### config.mk
export PLATFORM = sky130hd
export DESIGN_NAME = sae_queue
export DESIGN_NICKNAME = d
export VERILOG_FILES = /design/src/hdl/sae_pkg.sv /design/src/hdl/sae_queue.sv
export SDC_FILE = /design/constraint.sdc
export NUM_CORES = 1
export LEC_CHECK = 0
export ABC_AREA = 1
export BUFFER_PORTS_ARGS = -buffer_cell sky130_fd_sc_hd__buf_2
export CAP_MARGIN = 20
export CORE_ASPECT_RATIO = 1.5
export CORE_UTILIZATION = 40
export DETAILED_ROUTE_END_ITERATION = 8
export PLACE_DENSITY_LB_ADDON = 0.3
export RECOVER_POWER = 25
export SYNTH_ARGS = -nofsm -noshare
export SYNTH_HDL_FRONTEND = slang
export SYNTH_SLANG_ARGS = --single-unit
### constraint.sdc
create_clock -name i_clk -period 10.4 [get_ports i_clk]
set_input_delay 2.08 -clock i_clk [delete_from_list [all_inputs] [get_ports i_clk]]
set_output_delay 2.08 -clock i_clk [all_outputs]
set_load 0.1 [all_outputs]
### src/hdl/sae_pkg.sv
`timescale 1ns / 1ps

package sae_pkg;

    localparam int LENGTH_BITS    = 20;
    localparam int TABLE_SEGMENTS = 256;
    localparam int TABLE_DEPTH    = TABLE_SEGMENTS + 1;
    localparam int TABLE_AW       = $clog2(TABLE_DEPTH);
    localparam int SEG_BITS       = $clog2(TABLE_SEGMENTS);
    localparam int PHASE_BITS     = 32;
    localparam int FRAC_BITS      = 16;
    localparam int SAMPLE_BITS    = 16;
    localparam int GAIN_BITS      = 15;
    localparam int QUEUE_DEPTH    = 2;

    localparam int OP_BITS        = 2;
    localparam int S_TDATA_BITS   = 40;
    localparam int M_TDATA_BITS   = 32;
    localparam int CFG_IDX_BITS   = 4;

    localparam logic [GAIN_BITS-1:0] FULL_LEVEL = '1;

    localparam logic [LENGTH_BITS-1:0] ATTACK_RESET = LENGTH_BITS'(4410);
    localparam logic [LENGTH_BITS-1:0] HOLD_RESET   = '0;
    localparam logic [LENGTH_BITS-1:0] DECAY_RESET  = LENGTH_BITS'(4410);
    localparam logic [LENGTH_BITS-1:0] FADE_RESET   = '0;

    localparam logic [CFG_IDX_BITS-1:0] CFG_ATTACK = CFG_IDX_BITS'(0);
    localparam logic [CFG_IDX_BITS-1:0] CFG_HOLD   = CFG_IDX_BITS'(1);
    localparam logic [CFG_IDX_BITS-1:0] CFG_DECAY  = CFG_IDX_BITS'(2);
    localparam logic [CFG_IDX_BITS-1:0] CFG_FADE   = CFG_IDX_BITS'(3);

    localparam logic [OP_BITS-1:0] OP_SAMPLE  = OP_BITS'(0);
    localparam logic [OP_BITS-1:0] OP_NOTE_ON = OP_BITS'(1);
    localparam logic [OP_BITS-1:0] OP_TWRITE  = OP_BITS'(2);

    typedef enum logic [1:0] {
        CMD_SAMPLE,
        CMD_NOTE_ON,
        CMD_TWRITE
    } t_kind;

    typedef struct packed {
        t_kind                          kind;
        logic signed [SAMPLE_BITS-1:0]  sample;
        logic [TABLE_AW-1:0]            index;
        logic [GAIN_BITS-1:0]           value;
    } t_cmd;

    typedef struct packed {
        logic [LENGTH_BITS-1:0] attack;
        logic [LENGTH_BITS-1:0] hold;
        logic [LENGTH_BITS-1:0] decay;
        logic [LENGTH_BITS-1:0] fade;
    } t_cfg;

endpackage

### src/hdl/sae_queue.sv
`timescale 1ns / 1ps

module sae_queue (
    input  logic          i_clk,
    input  logic          i_rst_n,
    input  logic          i_push,
    input  sae_pkg::t_cmd i_cmd,
    output logic          o_full,
    input  logic          i_pop,
    output logic          o_valid,
    output sae_pkg::t_cmd o_cmd
);

    localparam int D  = sae_pkg::QUEUE_DEPTH;
    localparam int PW = (D > 1) ? $clog2(D) : 1;
    localparam int CW = $clog2(D + 1);

    sae_pkg::t_cmd  r_slot [D];
    logic [PW-1:0]  r_wp;
    logic [PW-1:0]  r_rp;
    logic [CW-1:0]  r_cnt;

    logic w_push;
    logic w_pop;

    assign o_full  = (r_cnt == CW'(D));
    assign o_valid = (r_cnt != '0);
    assign o_cmd   = r_slot[r_rp];
    assign w_push  = i_push && !o_full;
    assign w_pop   = i_pop && o_valid;

    always_ff @(posedge i_clk) begin
        if (!i_rst_n) begin
            r_wp  <= '0;
            r_rp  <= '0;
            r_cnt <= '0;
        end else begin
            if (w_push) begin
                r_slot[r_wp] <= i_cmd;
                r_wp <= (r_wp == PW'(D - 1)) ? '0 : r_wp + PW'(1);
            end
            if (w_pop) begin
                r_rp <= (r_rp == PW'(D - 1)) ? '0 : r_rp + PW'(1);
            end
            unique case ({w_push, w_pop})
                2'b10:   r_cnt <= r_cnt + CW'(1);
                2'b01:   r_cnt <= r_cnt - CW'(1);
                default: r_cnt <= r_cnt;
            endcase
        end
    end

endmodule

==> results.md <==
- Status: completed
- H-tree levels: 3
- Routed Antenna Nets: 0
- HP Start: r_rp$_SDFFE_PN0P_
- Pwr dens: 275.5 nW/um^2
- VDD IR max: 0.1482 mV
- Yosys Warn Count: 0
- Leakage power total: 1.727 nW
- Cell total after placement: 362
- Final hold slack: 0.4924 ns
- Final Hold Viols: 0
- Part of the cycle the worst path needs: 39.60%
- Post-DR wirelength/cell: 15.06 microns
- Final #Nets: 313
- Vias: 1760
- Reg-to-reg startpoint: r_cnt[0]$_SDFFE_PN0P_
- Post-synthesis sequential area ratio: 75.26%
- Post-DP HPWL: 3762 microns
- Die area: 9096 sq um
- Switching pwr: 0.4326 mW
- Clock Skews: 0.003968 ns
- CTS clk-pin slew, worst paths: 0.06 ns
- Iter 0 DRT Violations: 68
- Die Wd: 78.21 microns
- DRC Markers: 0
- Post-synthesis cell type count: 18
- Max-slew headroom: 51.31%
- Syn_nets: 215
- Clock share of power: 31.9%
- CTS tree: yes
- Post-route cell area: 4373 sq um
- Layout cells sized above 1: 55.72%
- Largest net degree at the start of global routing: 43
- Syn_area_per_cell: 20.74 sq um
- RSZ-0062 raised after global routing: false
- Hold Path Class: register to register
- Max Cap Viol: 0
- GRT Util Overall: 13.59%
- Port bufs: 89
- Sequential fraction of design power: 35.9%
- FMAX: 0.2428 GHz
- Combinational Power Share: 32.2%
- CTS Buf Count: 9
- CP arrival: 2.04 ns
- Ant. Diodes: 0
- DRT Wirelength: 5694 microns
- Mapped cell area: 3485 sq um
- Final Non-Filler Cells: 378
- Fillcell total: 731
- # setup viols final: 0
- Critical path capture point type: primary output
- Max Slew Vio Count: 0
- Area after DPL: 4009 sq um
- Hold bufs inserted after CTS: 0
- Row count: 41
- Die H: 116.3 microns
- Post-CTS setup buffers: 0
- WS Path Type: register to primary output
- Initial Util: 41.42%
- DRT Pass-1 Iters: 4
- Finished Core Util: 51.98%
- Num ports: 90
- Worst-margin pin slew: 0.7304 ns
- First-pass GRT wire length: 8728 microns
- Maximum fanout along the worst path: 40
- Grt ovf: 0
- P&R area growth vs syn: 25.49%
- Max Buffers Root-to-Sink: 2
- Cts repair resizes: 0
- Clock sink total: 89
- Pint: 0.7721 mW
- Synth Instances: 168
- Worst-Skew Late Latency: 0.33 ns
- Worst EP required: 8.32 ns
- Clock Tree Root: clkbuf_16
- Sw Share: 35.91%
- Number of global-route vias before repair: 1833
- Worst R2R Setup Slack: 8.79 ns
- Total Neg Setup Slack: 0 ns
- GP Congestion: 0.7752
- Drt via density: 4.656
- Synthesis-stage register bit count: 89
- Crit path time final: 4.118 ns
- Antenna violations before repair: 0
- Core footprint: 8413 sq um
- Startpoint Class: register
-- cell type report --
cell class / count / area [sq um] / share of cell area [%]
flip-flops and latches: 89 / 2624 / 60.00
clock inverters: 6 / 128.9 / 2.947
clock buffers: 10 / 239.0 / 5.465
inverters: 6 / 22.52 / 0.5150
multi-input cells: 68 / 760.7 / 17.40
repair buffers: 92 / 464.2 / 10.62
well taps: 107 / 133.9 / 3.062
-- logic make-up (layout without fill, tap and decap cells) --
| logic type | count (synthesis) | in the layout | share of synthesized area (%) |
|---|---|---|---|
| muxes | 42 | 42 | 17.88 |
| DFF | 89 | 89 | 75.26 |
| buffers and inverters | 11 | 114 | 3.268 |
| AOI/OAI and AO/OA | 5 | 5 | 0.8977 |
| adders and majority gates | 1 | 1 | 0.3590 |
| and+or+nand+nor | 20 | 20 | 2.334 |
-- layout by cell type, fill, tap and decap left out --
master / Yosys / routed
nand3_1: 2 / 2
buf_2: 0 / 86
o21ai_0: 2 / 2
a21oi_1: 1 / 1
clkbuf_1: 0 / 3
nand4_1: 1 / 1
clkinv_2: 0 / 1
dfxtp_1: 5 / 4
clkbuf_8: 0 / 1
nor2_4: 0 / 1
mux2_2: 2 / 2
inv_1: 5 / 5
bufinv_16: 0 / 4
nor3_2: 0 / 1
clkbuf_16: 0 / 9
buf_4: 0 / 3
clkinv_1: 0 / 1
inv_2: 1 / 1
nor2_1: 9 / 8
o21ai_2: 1 / 1
o21a_1: 1 / 1
mux2_4: 40 / 40
edfxtp_1: 84 / 84
dfxtp_2: 0 / 1
nand2_1: 7 / 7
ha_1: 1 / 1
-- stage by stage --
| stage | total power [mW] | setup WS, ns |
|---|---|---|
| 2_1_floorplan | 0.7970 | 4.876 |
| 3_3_place_gp | 0.8282 | 6.614 |
| 3_5_place_dp | 0.8311 | 6.611 |
| 4_1_cts | 1.218 | 6.232 |
| 5_1_grt | 1.247 | 6.198 |
| 6_report | 1.205 | 6.282 |
-- routing by layer --
layer | global-route usage (%) | routed length [microns]
met3 | 4.922 | 404
met1 | 13.01 | 1979
met5 | 0 | 0
met4 | 7.778 | 144
met2 | 24.91 | 3165
-- power groups by stage --
stage	Clock (mW)	Sequential (mW)	Combinational (mW)
after floorplan	0	0.438	0.359
after global placement	0	0.439	0.389
after detailed placement	0	0.440	0.391
after CTS	0.394	0.433	0.391
after global routing	0.408	0.435	0.404
final	0.384	0.433	0.387
-- state kept, by name (all words and copies together) (netlist names), named ones only --
signal  flops
r_wp        1
r_slot     84
r_cnt       2
r_rp        1
-- critical path, cell delays in order, from the launching register on --
cell	delay (ns)
dfxtp_2	0.36
buf_4	0.61
mux2_2	0.30
buf_2	0.42
-- path summary, 6_finish.rpt --
path                                 end  depth (start not counted)
setup / recovery               o_cmd[23]                          3
hold / removal         r_rp$_SDFFE_PN0P_                          2
setup reg to reg  r_slot[1][2]$_DFFE_PP_                          3
hold reg to reg        r_rp$_SDFFE_PN0P_                          2
-- cells in the mapped netlist --
cell type | number | area (sq um)
nand2_1 | 7 | 26.28
buf_6 | 1 | 11.26
a21oi_1 | 1 | 5.000
o21ai_2 | 1 | 8.760
ha_1 | 1 | 12.51
inv_1 | 5 | 18.77
nor3_1 | 1 | 5.000
nand4_1 | 1 | 6.260
mux2_2 | 2 | 22.52
dfxtp_1 | 5 | 100.1
o21ai_0 | 2 | 10.01
inv_2 | 1 | 3.750
mux2_4 | 40 | 600.6
o21a_1 | 1 | 7.510
buf_12 | 4 | 80.08
nand3_1 | 2 | 10.01
edfxtp_1 | 84 | 2522
nor2_1 | 9 | 33.78
(Power assumes the default switching activity.)
